## src/hdl/gwawb_pkg.sv

```systemverilog
// Shared types, constants and coefficient tables for the grey-world AWB gain update.
// Used by gwawb_div and grey_world_awb_gain_update; depends on nothing.
package gwawb_pkg;

    // Divider datapath widths
    localparam int DIV_W  = 68;
    localparam int QUO_W  = 40;
    localparam int STEP_W = 6;

    // Register indexes on the configuration port
    localparam logic [2:0] REG_RGB_MODE    = 3'd0;
    localparam logic [2:0] REG_AUTO_ENABLE = 3'd1;
    localparam logic [2:0] REG_MANUAL_RED  = 3'd2;
    localparam logic [2:0] REG_MANUAL_BLUE = 3'd3;
    localparam logic [2:0] REG_SPEED       = 3'd4;

    // Fixed-point limits
    localparam logic [17:0] GAIN_MAX_Q16 = 18'd261888;
    localparam logic signed [63:0] CUBIC_OFFSET = 64'sd5788481126;

    typedef struct packed {
        logic [7:0] mean_y_or_green;
        logic [7:0] mean_cb_or_blue;
        logic [7:0] mean_cr_or_red;
        logic [9:0] applied_red_gain;
        logic [9:0] applied_green_gain;
        logic [9:0] applied_blue_gain;
    } in_word_t;

    typedef struct packed {
        logic [9:0]  next_red_gain;
        logic [9:0]  next_green_gain;
        logic [9:0]  next_blue_gain;
        logic [15:0] colour_temp_kelvin;
        logic        temp_invalid;
    } out_word_t;

    typedef struct packed {
        logic              start;
        logic [STEP_W-1:0] steps;
    } div_ctrl_t;

    typedef struct packed {
        logic busy;
        logic done;
    } div_stat_t;

    // YCbCr to RGB, Q.12; row is r/g/b, column is y/cb/cr
    function automatic logic signed [13:0] ycc_coef(input logic [1:0] row,
                                                    input logic [1:0] col);
        logic signed [13:0] c;
        c = 14'sd0;
        case ({row, col})
            4'b0000: c = 14'sd4766;
            4'b0001: c = -14'sd255;
            4'b0010: c = 14'sd6557;
            4'b0100: c = 14'sd4766;
            4'b0101: c = -14'sd1657;
            4'b0110: c = -14'sd3256;
            4'b1000: c = 14'sd4766;
            4'b1001: c = 14'sd8156;
            4'b1010: c = -14'sd102;
            default: c = 14'sd0;
        endcase
        return c;
    endfunction

    // Folded XYZ chromaticity terms; row is S, numerator, denominator; column r/g/b
    function automatic logic signed [33:0] chroma_coef(input logic [1:0] row,
                                                       input logic [1:0] col);
        logic signed [33:0] c;
        c = 34'sd0;
        case ({row, col})
            4'b0000: c = -34'sd75334;
            4'b0001: c = 34'sd255482;
            4'b0010: c = -34'sd73727;
            4'b0100: c = 34'sd1025700212;
            4'b0101: c = 34'sd1095158260;
            4'b0110: c = -34'sd2503578878;
            4'b1000: c = 34'sd477067354;
            4'b1001: c = -34'sd3668039526;
            4'b1010: c = 34'sd2245726097;
            default: c = 34'sd0;
        endcase
        return c;
    endfunction

endpackage

```

## src/hdl/grey_world_awb_gain_update.sv

```systemverilog
// Grey-world AWB gain update: one frame's colour means and applied gains in,
// next frame's gains and an estimated colour temperature out, one word each.
// Most of the work is in the shared one-bit-per-cycle divider (three 32-step gain
// removals, one 23-step chromaticity ratio, two 40-step grey-world ratios; a zero
// divisor or ratio overflow skips a division); the matrix and cubic terms go
// through one shared 40x25 multiplier, one product a cycle. Input stalls from
// acceptance until the result is loaded into the output register; a finished
// result may wait there while the next word is accepted.
module grey_world_awb_gain_update import gwawb_pkg::*;
(
    input  logic        clk,
    input  logic        rst_n,
    input  logic        psel,
    input  logic        penable,
    input  logic        pwrite,
    input  logic [4:0]  paddr,
    input  logic [31:0] pwdata,
    output logic [31:0] prdata,
    output logic        pready,
    input  logic        in_valid,
    output logic        in_stall,
    input  in_word_t    in_word,
    output logic        out_valid,
    input  logic        out_stall,
    output out_word_t   out_word
);

    typedef enum logic [10:0] {
        PH_IDLE   = 11'b000_0000_0001,
        PH_CONV   = 11'b000_0000_0010,
        PH_UNAP   = 11'b000_0000_0100,
        PH_CHROMA = 11'b000_0000_1000,
        PH_TCHK   = 11'b000_0001_0000,
        PH_TDIV   = 11'b000_0010_0000,
        PH_CUBIC  = 11'b000_0100_0000,
        PH_GSET   = 11'b000_1000_0000,
        PH_GDIV   = 11'b001_0000_0000,
        PH_FILT   = 11'b010_0000_0000,
        PH_DONE   = 11'b100_0000_0000
    } phase_t;

    // configuration
    logic        rgb_mode_reg;
    logic        auto_en_reg;
    logic [9:0]  man_red_reg;
    logic [9:0]  man_blue_reg;
    logic [8:0]  speed_reg;
    logic        cfg_wr;

    // sequencer and datapath state
    phase_t                phase_reg,  phase_next;
    logic [2:0]            cnt_reg,    cnt_next;
    logic [1:0]            ch_reg,     ch_next;
    in_word_t              in_reg,     in_next;
    logic signed [63:0]    acc_reg,    acc_next;
    logic signed [64:0]    p_reg,      p_next;
    logic signed [23:0]    mean_r_reg, mean_r_next;
    logic signed [23:0]    mean_g_reg, mean_g_next;
    logic signed [23:0]    mean_b_reg, mean_b_next;
    logic signed [63:0]    s_reg,      s_next;
    logic signed [63:0]    num_reg,    num_next;
    logic signed [63:0]    den_reg,    den_next;
    logic                  neg_reg,    neg_next;
    logic                  gneg_reg,   gneg_next;
    logic                  bad_reg,    bad_next;
    logic [15:0]           temp_reg,   temp_next;
    logic [22:0]           m_reg,      m_next;
    logic [29:0]           m2_reg,     m2_next;
    logic [36:0]           m3_reg,     m3_next;
    logic signed [27:0]    est_reg,    est_next;
    logic [17:0]           ared_reg,   ared_next;
    logic [17:0]           ablu_reg,   ablu_next;
    out_word_t             out_reg,    out_next;
    logic                  out_valid_reg;
    logic                  out_load;

    // shared units
    logic signed [39:0]    mul_a;
    logic signed [24:0]    mul_b;
    div_ctrl_t             div_ctrl;
    div_stat_t             div_stat;
    logic [DIV_W-1:0]      div_num;
    logic [DIV_W-1:0]      div_dsh;
    logic [QUO_W-1:0]      div_quo;

    // derived values
    logic signed [63:0]    sum_ap;
    logic signed [8:0]     chroma_k;
    logic signed [23:0]    mean_k;
    logic signed [23:0]    mean_c;
    logic [23:0]           mean_mag_c;
    logic [9:0]            gain_c;
    logic signed [23:0]    unap_val;
    logic [63:0]           num_mag;
    logic [63:0]           den_mag;
    logic signed [23:0]    other_c;
    logic signed [24:0]    gdiv_d;
    logic [24:0]           gdiv_d_mag;
    logic [23:0]           green_mag;
    logic [26:0]           est_mag;
    logic [17:0]           stored_c;
    logic [8:0]            speed_sat;
    logic [8:0]            speed_inv;
    logic signed [63:0]    filt_q;
    logic [17:0]           filt_clamped;
    logic signed [37:0]    n3_s;
    logic signed [23:0]    n_s;

    // ---------------- configuration port ----------------
    assign pready = 1'b1;
    assign cfg_wr = psel && penable && pwrite;

    always_ff @(posedge clk or negedge rst_n)
    begin
        if (!rst_n)
        begin
            rgb_mode_reg <= 1'b0;
            auto_en_reg  <= 1'b1;
            man_red_reg  <= 10'd256;
            man_blue_reg <= 10'd256;
            speed_reg    <= 9'd51;
        end
        else if (cfg_wr)
        begin
            case (paddr[4:2])
                REG_RGB_MODE:    rgb_mode_reg <= pwdata[0];
                REG_AUTO_ENABLE: auto_en_reg  <= pwdata[0];
                REG_MANUAL_RED:  man_red_reg  <= pwdata[9:0];
                REG_MANUAL_BLUE: man_blue_reg <= pwdata[9:0];
                REG_SPEED:       speed_reg    <= pwdata[8:0];
                default:         ;
            endcase
        end
    end

    always_comb
    begin
        case (paddr[4:2])
            REG_RGB_MODE:    prdata = {31'b0, rgb_mode_reg};
            REG_AUTO_ENABLE: prdata = {31'b0, auto_en_reg};
            REG_MANUAL_RED:  prdata = {22'b0, man_red_reg};
            REG_MANUAL_BLUE: prdata = {22'b0, man_blue_reg};
            REG_SPEED:       prdata = {23'b0, speed_reg};
            default:         prdata = 32'b0;
        endcase
    end

    // ---------------- operand selection ----------------
    assign sum_ap = acc_reg + signed'(p_reg[63:0]);

    always_comb
    begin
        case (cnt_reg[1:0])
            2'd0:    chroma_k = signed'({1'b0, in_reg.mean_y_or_green}) - 9'sd16;
            2'd1:    chroma_k = signed'({1'b0, in_reg.mean_cb_or_blue}) - 9'sd128;
            2'd2:    chroma_k = signed'({1'b0, in_reg.mean_cr_or_red}) - 9'sd128;
            default: chroma_k = 9'sd0;
        endcase
        case (cnt_reg[1:0])
            2'd0:    mean_k = mean_r_reg;
            2'd1:    mean_k = mean_g_reg;
            2'd2:    mean_k = mean_b_reg;
            default: mean_k = 24'sd0;
        endcase
        case (ch_reg)
            2'd0:
            begin
                mean_c = mean_r_reg;
                gain_c = in_reg.applied_red_gain;
            end
            2'd1:
            begin
                mean_c = mean_g_reg;
                gain_c = in_reg.applied_green_gain;
            end
            default:
            begin
                mean_c = mean_b_reg;
                gain_c = in_reg.applied_blue_gain;
            end
        endcase
    end

    // gain removal: zero gain counts as one LSB, result saturates to 24 bits
    assign mean_mag_c = mean_c[23] ? 24'(-mean_c) : 24'(mean_c);
    always_comb
    begin
        if (!mean_c[23])
            unap_val = (div_quo > 40'd8388607) ? 24'sd8388607 : signed'(div_quo[23:0]);
        else
            unap_val = (div_quo > 40'd8388608) ? -24'sd8388608 : -signed'(div_quo[23:0]);
    end

    assign num_mag = num_reg[63] ? 64'(-num_reg) : 64'(num_reg);
    assign den_mag = den_reg[63] ? 64'(-den_reg) : 64'(den_reg);

    // cubic terms carry the ratio's sign
    assign n3_s = neg_reg ? -signed'({1'b0, m3_reg}) : signed'({1'b0, m3_reg});
    assign n_s  = neg_reg ? -signed'({1'b0, m_reg})  : signed'({1'b0, m_reg});

    // grey-world ratio green / (other + 1.0)
    assign other_c    = (ch_reg == 2'd0) ? mean_r_reg : mean_b_reg;
    assign gdiv_d     = 25'(other_c) + 25'sd4096;
    assign gdiv_d_mag = gdiv_d[24] ? 25'(-gdiv_d) : 25'(gdiv_d);
    assign green_mag  = mean_g_reg[23] ? 24'(-mean_g_reg) : 24'(mean_g_reg);
    // beyond 2^26 the filtered value clamps the same way for any non-zero weight
    assign est_mag    = (div_quo >= 40'd67108864) ? 27'd67108864 : div_quo[26:0];

    // first-order filter
    assign stored_c  = (ch_reg == 2'd0) ? ared_reg : ablu_reg;
    assign speed_sat = (speed_reg > 9'd256) ? 9'd256 : speed_reg;
    assign speed_inv = 9'd256 - speed_sat;
    assign filt_q    = sum_ap[63] ? ((sum_ap + 64'sd255) >>> 8) : (sum_ap >>> 8);
    always_comb
    begin
        if (filt_q[63])
            filt_clamped = 18'd0;
        else if (filt_q > signed'({46'b0, GAIN_MAX_Q16}))
            filt_clamped = GAIN_MAX_Q16;
        else
            filt_clamped = filt_q[17:0];
    end

    // shared multiplier operands
    always_comb
    begin
        mul_a = 40'sd0;
        mul_b = 25'sd0;
        case (phase_reg)
            PH_CONV:
            begin
                mul_a = 40'(ycc_coef(ch_reg, cnt_reg[1:0]));
                mul_b = 25'(chroma_k);
            end
            PH_CHROMA:
            begin
                mul_a = 40'(chroma_coef(ch_reg, cnt_reg[1:0]));
                mul_b = 25'(mean_k);
            end
            PH_CUBIC:
            begin
                case (cnt_reg)
                    3'd0:
                    begin
                        mul_a = signed'({17'b0, m_reg});
                        mul_b = signed'({2'b0, m_reg});
                    end
                    3'd2:
                    begin
                        mul_a = signed'({10'b0, m2_reg});
                        mul_b = signed'({2'b0, m_reg});
                    end
                    3'd4:
                    begin
                        mul_a = 40'(n3_s);
                        mul_b = 25'sd7184;
                    end
                    3'd5:
                    begin
                        mul_a = signed'({10'b0, m2_reg});
                        mul_b = 25'sd56400;
                    end
                    3'd6:
                    begin
                        mul_a = 40'(n_s);
                        mul_b = 25'sd109173;
                    end
                    default:
                    begin
                        mul_a = 40'sd0;
                        mul_b = 25'sd0;
                    end
                endcase
            end
            PH_FILT:
            begin
                if (cnt_reg == 3'd0)
                begin
                    mul_a = 40'(est_reg);
                    mul_b = signed'({16'b0, speed_sat});
                end
                else
                begin
                    mul_a = signed'({22'b0, stored_c});
                    mul_b = signed'({16'b0, speed_inv});
                end
            end
            default:
            begin
                mul_a = 40'sd0;
                mul_b = 25'sd0;
            end
        endcase
    end

    assign p_next = mul_a * mul_b;

    // ---------------- sequencer ----------------
    always_comb
    begin
        phase_next  = phase_reg;
        cnt_next    = cnt_reg;
        ch_next     = ch_reg;
        in_next     = in_reg;
        acc_next    = acc_reg;
        mean_r_next = mean_r_reg;
        mean_g_next = mean_g_reg;
        mean_b_next = mean_b_reg;
        s_next      = s_reg;
        num_next    = num_reg;
        den_next    = den_reg;
        neg_next    = neg_reg;
        gneg_next   = gneg_reg;
        bad_next    = bad_reg;
        temp_next   = temp_reg;
        m_next      = m_reg;
        m2_next     = m2_reg;
        m3_next     = m3_reg;
        est_next    = est_reg;
        ared_next   = ared_reg;
        ablu_next   = ablu_reg;
        out_next    = out_reg;
        out_load    = 1'b0;
        div_ctrl    = '0;
        div_num     = '0;
        div_dsh     = '0;

        case (phase_reg)
            PH_IDLE:
            begin
                if (in_valid)
                begin
                    in_next   = in_word;
                    cnt_next  = 3'd0;
                    ch_next   = 2'd0;
                    bad_next  = 1'b0;
                    temp_next = 16'd0;
                    if (rgb_mode_reg)
                    begin
                        mean_g_next = signed'({4'b0, in_word.mean_y_or_green, 12'b0});
                        mean_b_next = signed'({4'b0, in_word.mean_cb_or_blue, 12'b0});
                        mean_r_next = signed'({4'b0, in_word.mean_cr_or_red, 12'b0});
                        phase_next  = PH_UNAP;
                    end
                    else
                        phase_next = PH_CONV;
                end
            end

            // three-term dot product per colour; each product is registered in p_reg before it is summed
            PH_CONV, PH_CHROMA:
            begin
                cnt_next = cnt_reg + 3'd1;
                case (cnt_reg)
                    3'd1: acc_next = signed'(p_reg[63:0]);
                    3'd2: acc_next = sum_ap;
                    3'd3:
                    begin
                        cnt_next = 3'd0;
                        if (phase_reg == PH_CONV)
                        begin
                            case (ch_reg)
                                2'd0:    mean_r_next = sum_ap[23:0];
                                2'd1:    mean_g_next = sum_ap[23:0];
                                default: mean_b_next = sum_ap[23:0];
                            endcase
                        end
                        else
                        begin
                            case (ch_reg)
                                2'd0:    s_next   = sum_ap;
                                2'd1:    num_next = sum_ap;
                                default: den_next = sum_ap;
                            endcase
                        end
                        if (ch_reg == 2'd2)
                        begin
                            ch_next    = 2'd0;
                            phase_next = (phase_reg == PH_CONV) ? PH_UNAP : PH_TCHK;
                        end
                        else
                            ch_next = ch_reg + 2'd1;
                    end
                    default: ;
                endcase
            end

            // divide out the applied gain of each colour
            PH_UNAP:
            begin
                if (cnt_reg == 3'd0)
                begin
                    div_ctrl.start = 1'b1;
                    div_ctrl.steps = STEP_W'(32);
                    div_num        = DIV_W'({mean_mag_c, 8'b0});
                    div_dsh        = DIV_W'({((gain_c == 10'd0) ? 10'd1 : gain_c), 32'b0});
                    cnt_next       = 3'd1;
                end
                else if (div_stat.done)
                begin
                    case (ch_reg)
                        2'd0:    mean_r_next = unap_val;
                        2'd1:    mean_g_next = unap_val;
                        default: mean_b_next = unap_val;
                    endcase
                    cnt_next = 3'd0;
                    if (ch_reg == 2'd2)
                    begin
                        ch_next    = 2'd0;
                        phase_next = PH_CHROMA;
                    end
                    else
                        ch_next = ch_reg + 2'd1;
                end
            end

            // zero divisors and ratio overflow are caught before dividing
            PH_TCHK:
            begin
                cnt_next = 3'd0;
                ch_next  = 2'd0;
                if (s_reg == 64'sd0 || den_reg == 64'sd0)
                begin
                    bad_next   = 1'b1;
                    temp_next  = 16'd0;
                    phase_next = PH_GSET;
                end
                else
                begin
                    neg_next = num_reg[63] ^ den_reg[63];
                    if ({7'b0, num_mag} >= {den_mag, 7'b0})
                    begin
                        m_next     = 23'h7F_FFFF;
                        bad_next   = 1'b1;
                        phase_next = PH_CUBIC;
                    end
                    else
                    begin
                        div_ctrl.start = 1'b1;
                        div_ctrl.steps = STEP_W'(23);
                        div_num        = DIV_W'(num_mag);
                        div_dsh        = {den_mag[60:0], 7'b0};
                        phase_next     = PH_TDIV;
                    end
                end
            end

            PH_TDIV:
            begin
                if (div_stat.done)
                begin
                    m_next     = div_quo[22:0];
                    cnt_next   = 3'd0;
                    phase_next = PH_CUBIC;
                end
            end

            // n^2, n^3, then the cubic summed in Q.20
            PH_CUBIC:
            begin
                cnt_next = cnt_reg + 3'd1;
                case (cnt_reg)
                    3'd1: m2_next  = p_reg[45:16];
                    3'd3: m3_next  = p_reg[52:16];
                    3'd5: acc_next = CUBIC_OFFSET + signed'(p_reg[63:0]);
                    3'd6: acc_next = sum_ap;
                    3'd7:
                    begin
                        if (sum_ap[63])
                        begin
                            bad_next  = 1'b1;
                            temp_next = 16'd0;
                        end
                        else if (sum_ap[63:36] != 28'd0)
                        begin
                            bad_next  = 1'b1;
                            temp_next = 16'hFFFF;
                        end
                        else
                            temp_next = sum_ap[35:20];
                        cnt_next   = 3'd0;
                        ch_next    = 2'd0;
                        phase_next = PH_GSET;
                    end
                    default: ;
                endcase
            end

            PH_GSET:
            begin
                cnt_next = 3'd0;
                if (gdiv_d == 25'sd0)
                begin
                    est_next   = (!mean_g_reg[23] && mean_g_reg != 24'sd0)
                                 ? signed'({10'b0, GAIN_MAX_Q16}) : 28'sd0;
                    phase_next = PH_FILT;
                end
                else
                begin
                    gneg_next      = mean_g_reg[23] ^ gdiv_d[24];
                    div_ctrl.start = 1'b1;
                    div_ctrl.steps = STEP_W'(40);
                    div_num        = DIV_W'({green_mag, 16'b0});
                    div_dsh        = DIV_W'({gdiv_d_mag, 40'b0});
                    phase_next     = PH_GDIV;
                end
            end

            PH_GDIV:
            begin
                if (div_stat.done)
                begin
                    est_next   = gneg_reg ? -signed'({1'b0, est_mag}) : signed'({1'b0, est_mag});
                    phase_next = PH_FILT;
                end
            end

            PH_FILT:
            begin
                cnt_next = cnt_reg + 3'd1;
                case (cnt_reg)
                    3'd1: acc_next = signed'(p_reg[63:0]);
                    3'd2:
                    begin
                        if (ch_reg == 2'd0)
                            ared_next = filt_clamped;
                        else
                            ablu_next = filt_clamped;
                        cnt_next = 3'd0;
                        if (ch_reg == 2'd0)
                        begin
                            ch_next    = 2'd1;
                            phase_next = PH_GSET;
                        end
                        else
                            phase_next = PH_DONE;
                    end
                    default: ;
                endcase
            end

            // wait for the output register to be free
            PH_DONE:
            begin
                if (!out_valid_reg || !out_stall)
                begin
                    out_load                    = 1'b1;
                    out_next.next_red_gain      = auto_en_reg ? ared_reg[17:8] : man_red_reg;
                    out_next.next_green_gain    = 10'd256;
                    out_next.next_blue_gain     = auto_en_reg ? ablu_reg[17:8] : man_blue_reg;
                    out_next.colour_temp_kelvin = temp_reg;
                    out_next.temp_invalid       = bad_reg;
                    phase_next                  = PH_IDLE;
                end
            end

            default: phase_next = PH_IDLE;
        endcase
    end

    // control state
    always_ff @(posedge clk or negedge rst_n)
    begin
        if (!rst_n)
        begin
            phase_reg     <= PH_IDLE;
            cnt_reg       <= 3'd0;
            ch_reg        <= 2'd0;
            ared_reg      <= 18'd65536;
            ablu_reg      <= 18'd65536;
            out_valid_reg <= 1'b0;
        end
        else
        begin
            phase_reg <= phase_next;
            cnt_reg   <= cnt_next;
            ch_reg    <= ch_next;
            ared_reg  <= ared_next;
            ablu_reg  <= ablu_next;
            if (out_load)
                out_valid_reg <= 1'b1;
            else if (!out_stall)
                out_valid_reg <= 1'b0;
        end
    end

    // datapath
    always_ff @(posedge clk)
    begin
        in_reg     <= in_next;
        acc_reg    <= acc_next;
        p_reg      <= p_next;
        mean_r_reg <= mean_r_next;
        mean_g_reg <= mean_g_next;
        mean_b_reg <= mean_b_next;
        s_reg      <= s_next;
        num_reg    <= num_next;
        den_reg    <= den_next;
        neg_reg    <= neg_next;
        gneg_reg   <= gneg_next;
        bad_reg    <= bad_next;
        temp_reg   <= temp_next;
        m_reg      <= m_next;
        m2_reg     <= m2_next;
        m3_reg     <= m3_next;
        est_reg    <= est_next;
        out_reg    <= out_next;
    end

    gwawb_div u_div
    (
        .clk   (clk),
        .rst_n (rst_n),
        .ctrl  (div_ctrl),
        .num   (div_num),
        .dsh   (div_dsh),
        .stat  (div_stat),
        .quo   (div_quo)
    );

    assign in_stall  = (phase_reg != PH_IDLE);
    assign out_valid = out_valid_reg;
    assign out_word  = out_reg;

    // ---------------- assertions ----------------
    a_div_start_idle: assert property (@(posedge clk) disable iff (!rst_n)
        div_ctrl.start |-> !div_stat.busy)
        else $error("divider restarted while busy");

    a_gain_bound: assert property (@(posedge clk) disable iff (!rst_n)
        (ared_reg <= GAIN_MAX_Q16) && (ablu_reg <= GAIN_MAX_Q16))
        else $error("stored gain above limit");

    a_accept_busy: assert property (@(posedge clk) disable iff (!rst_n)
        (in_valid && !in_stall) |=> (phase_reg != PH_IDLE))
        else $error("sequencer did not start on an accepted word");

    a_load_free: assert property (@(posedge clk) disable iff (!rst_n)
        out_load |-> (!out_valid_reg || !out_stall))
        else $error("output overwritten while stalled");

endmodule

```

## src/hdl/gwawb_div.sv

```systemverilog
// Radix-2 restoring divider, one quotient bit per cycle.
// Depends on gwawb_pkg for widths and the control/status structs.
module gwawb_div import gwawb_pkg::*;
(
    input  logic             clk,
    input  logic             rst_n,
    input  div_ctrl_t        ctrl,
    input  logic [DIV_W-1:0] num,
    input  logic [DIV_W-1:0] dsh,
    output div_stat_t        stat,
    output logic [QUO_W-1:0] quo
);

    logic [DIV_W-1:0]  rem_reg,  rem_next;
    logic [DIV_W-1:0]  dsh_reg,  dsh_next;
    logic [QUO_W-1:0]  quo_reg,  quo_next;
    logic [STEP_W-1:0] left_reg, left_next;
    logic              busy_reg, busy_next;
    logic              done_reg, done_next;
    logic [DIV_W:0]    rem_dbl;
    logic              take;

    // trial subtract of the shifted divisor
    assign rem_dbl = {rem_reg, 1'b0};
    assign take    = rem_dbl >= {1'b0, dsh_reg};

    always_comb
    begin
        rem_next  = rem_reg;
        dsh_next  = dsh_reg;
        quo_next  = quo_reg;
        left_next = left_reg;
        busy_next = busy_reg;
        done_next = 1'b0;
        if (ctrl.start)
        begin
            rem_next  = num;
            dsh_next  = dsh;
            quo_next  = '0;
            left_next = ctrl.steps;
            busy_next = 1'b1;
        end
        else if (busy_reg)
        begin
            rem_next  = take ? DIV_W'(rem_dbl - {1'b0, dsh_reg}) : rem_dbl[DIV_W-1:0];
            quo_next  = {quo_reg[QUO_W-2:0], take};
            left_next = left_reg - STEP_W'(1);
            if (left_reg == STEP_W'(1))
            begin
                busy_next = 1'b0;
                done_next = 1'b1;
            end
        end
    end

    always_ff @(posedge clk or negedge rst_n)
    begin
        if (!rst_n)
        begin
            busy_reg <= 1'b0;
            done_reg <= 1'b0;
            left_reg <= '0;
        end
        else
        begin
            busy_reg <= busy_next;
            done_reg <= done_next;
            left_reg <= left_next;
        end
    end

    // datapath
    always_ff @(posedge clk)
    begin
        rem_reg <= rem_next;
        dsh_reg <= dsh_next;
        quo_reg <= quo_next;
    end

    assign stat.busy = busy_reg;
    assign stat.done = done_reg;
    assign quo       = quo_reg;

endmodule

```

## config.mk

```make
export PLATFORM = sky130hd
export DESIGN_NAME = grey_world_awb_gain_update
export DESIGN_NICKNAME = d
export VERILOG_FILES = /design/src/hdl/gwawb_pkg.sv /design/src/hdl/grey_world_awb_gain_update.sv /design/src/hdl/gwawb_div.sv
export SDC_FILE = /design/constraint.sdc
export NUM_CORES = 2
export LEC_CHECK = 0
export ABC_AREA = 1
export BUFFER_PORTS_ARGS = -buffer_cell sky130_fd_sc_hd__buf_4
export CAP_MARGIN = 40
export CORE_MARGIN = 2
export CORE_UTILIZATION = 25
export DETAILED_ROUTE_END_ITERATION = 10
export GPL_TIMING_DRIVEN = 0
export HOLD_SLACK_MARGIN = 0.06
export PLACE_DENSITY = 0.42
export SYNTH_ARGS = -nofsm -noshare
export SYNTH_HDL_FRONTEND = slang
export SYNTH_HIERARCHICAL = 1
export SYNTH_SLANG_ARGS = --single-unit
export TNS_END_PERCENT = 100
```

## constraint.sdc

```tcl
create_clock -name clk -period 10.4 [get_ports clk]
set_input_delay 0 -clock clk [delete_from_list [all_inputs] [get_ports clk]]
set_output_delay 0 -clock clk [all_outputs]
set_load 0.03 [all_outputs]
```

==> run_results.csv <==
group,metric,value,unit
timing,hold_violations,0,
drt,via_count,90145,
setup_path,worstSetupPathType,"reg -> reg",
timing,fin_crit,10.34,ns
timing,fin_crit_sh,99.4,%
die,die_area,0.393,mm²
grt,grt_pass1_vias,87893,
die,fp.dieH,627,µm
place,numPlacedInstances,18336,
clocking,htreeDepth,3,
timing,tns,0,ns
clocking,clockRootBuffer,"clkbuf_16",
grt,grt_antenna_before_repair,18,
final_layout,fillers,42618,
final_layout,layout-drive-gt1-share,8.87,%
timing,skew,0.0624,ns
final_layout,final_cells,18720,
final_layout,nets,14892,
die,die_x,627,µm
place,numPortBuffers,122,
die,io_pins,180,
yosys,synth_cells,12843,
yosys,yosysWarnings,6,
pwr,peakVddDrop,0.000222,V
setup_path,arrival,11.00,ns
timing,slew_headroom,29.0,%
grt,grt_pass1_wl,647000,µm
drt,drt_iter0_markers,8885,
setup_path,end_kind,"register",
setup_path,cp.required,11.06,ns
grt,track_usage,22.9,%
min_path,holdCritPathClass,"in -> reg",
timing,max_slew.worst_pin.slew,1.06,ns
outcome,status,"complete, no violations",
die,initial_core_util,25.1,%
timing,final-setup-viol-count,0,
grt,grt-ovfl-total,0,
job,maxCapViolCount,0,
timing,max_freq,96.7,MHz
die,num_rows,228,
clocking,clkTransAtPathRegs,0.07,ns
setup_path,cp.buffers_inverters,11,
final_layout,area_growth,16.6,%
setup_path,crit_family,"adder cells",
place,gp_congestion,0.973,
clocking,cts_buffers,102,
clocking,clk_path_buf_depth,3,
setup_path,cpMaxStageDelayCell,"fa_1",
drt,wire_per_inst,24.6,µm
setup_path,worst-r2r-setup-slack,0.06,ns
timing,drv_slew,0,
place,detailed_place_hpwl,391000,µm
setup_path,crit_path_max_fanout,10,
drt,drc,0,
setup_path,worst_path_most_repeated_cell,"fa_1",
clocking,clock-sinks,888,
timing,rsz0062_at_grt,"true",
drt,vias_per_cell,4.82,
drt,ant_nets,0,
grt,grt_max_degree,56,
pwr,leakage,52.9,nW
clocking,cts_tree,"yes",
clocking,clock_latency,0.79,ns
yosys,syn_area,0.0969,mm²
die,core-area,0.386,mm²
yosys,syn_avg_cell_area,7.55,µm²
drt,drt-pass1-iter-count,6,
setup_path,critPathMaxStageDelay,0.60,ns
setup_path,cp-start-kind,"register",
drt,drt_wl_total,461000,µm
pwr,pwr_density_cell,229,mW/mm²
[routing by layer]
metal | wire (µm) | GRT usage (%)
met5 | 51 | 0
met4 | 20200 | 8.56
met3 | 31800 | 3.32
met2 | 210000 | 37.2
met1 | 199000 | 30.8
[cells in the final DEF (no fill, tap or decap), types with 28 or more instances in the layout]
cell	count
nand2_1	3189
inv_1	2497
nor2_1	1381
fa_1	963
edfxtp_1	692
nand3_1	485
a21oi_1	435
o21ai_0	403
ha_1	372
buf_4	250
xor2_1	210
clkbuf_1	179
nor3_1	176
dlygate4sd3_1	138
nand4_1	120
xnor2_1	120
clkbuf_16	110
nand2_2	105
o22ai_1	105
dfxtp_1	104
nand3b_1	91
dfrtp_1	80
clkbuf_2	70
nor4_1	69
nor2_2	66
buf_2	63
o221ai_1	60
buf_6	60
o211ai_1	57
inv_2	52
a31oi_1	48
buf_8	47
conb_1	44
nand3_2	38
o21a_1	33
o21bai_1	31
or2_2	31
o21ai_1	28
nand2_4	28
[per-stage QoR]
stage               hold slack, ns  area (µm²)  utilization [%]  setup WS [ns]  total power (W)
finish                       0.104      113000             29.3         0.0580           0.0259
global route                0.0946      113000             29.3        -0.0869           0.0271
CTS                         0.0605      112000             29.1        -0.0111           0.0257
detailed placement          0.0400      107000             27.6          -2.64           0.0214
global placement             0.179      104000             27.1          -5.05           0.0211
floorplan                   -0.296       97100                -           1.42           0.0141
[area by class of cell]
type                    count  area (µm²)  share of cell area [%]
diodes                      8        20.0                  0.0177
well taps                5175        6470                    5.73
inverters                2595        9850                    8.72
plain buffers             396        2060                    1.83
multi-input cells        8999       61100                    54.1
clock inverters            56         672                   0.595
flip-flops and latches    888       25200                    22.3
repair buffers            466        4660                    4.12
clock buffers             137        2960                    2.62
[worst paths after layout]
| path | from | end | cells after the start |
|---|---|---|---|
| worst min-delay path | in_word[47] | mean_g_reg[13] | 4 |
| max in group asynchronous | rst_n | phase_reg[0] | 4 |
| worst min register to register | temp_reg[3] | out_word[4] | 0 |
| min in group asynchronous | rst_n | auto_en_reg | 3 |
| worst max-delay path | cnt_reg[1] | p_reg[60] | 33 |
| worst max register to register | cnt_reg[1] | p_reg[60] | 33 |
[what timing repair did]
action,CTS,global route
gates resized for setup,214,195
hold endpoints to repair,297,0
setup endpoints to repair,54,35
hold buffers,139,0
pin swaps,10,17
setup buffers,21,27
[power by group]
part           internal, W  switching, W  total (W)
Clock              0.00225       0.00173    0.00399
Sequential         0.00507      0.000720    0.00579
Combinational      0.00406        0.0120     0.0161
Total               0.0114        0.0145     0.0259
[tightest hold or removal path: stages]
cell and delay, ns:
dlygate4sd3_1 0.53, buf_4 0.11, nand2_1 0.06, nand2_1 0.07
Note: power is estimated with default switching activity, not from simulation.
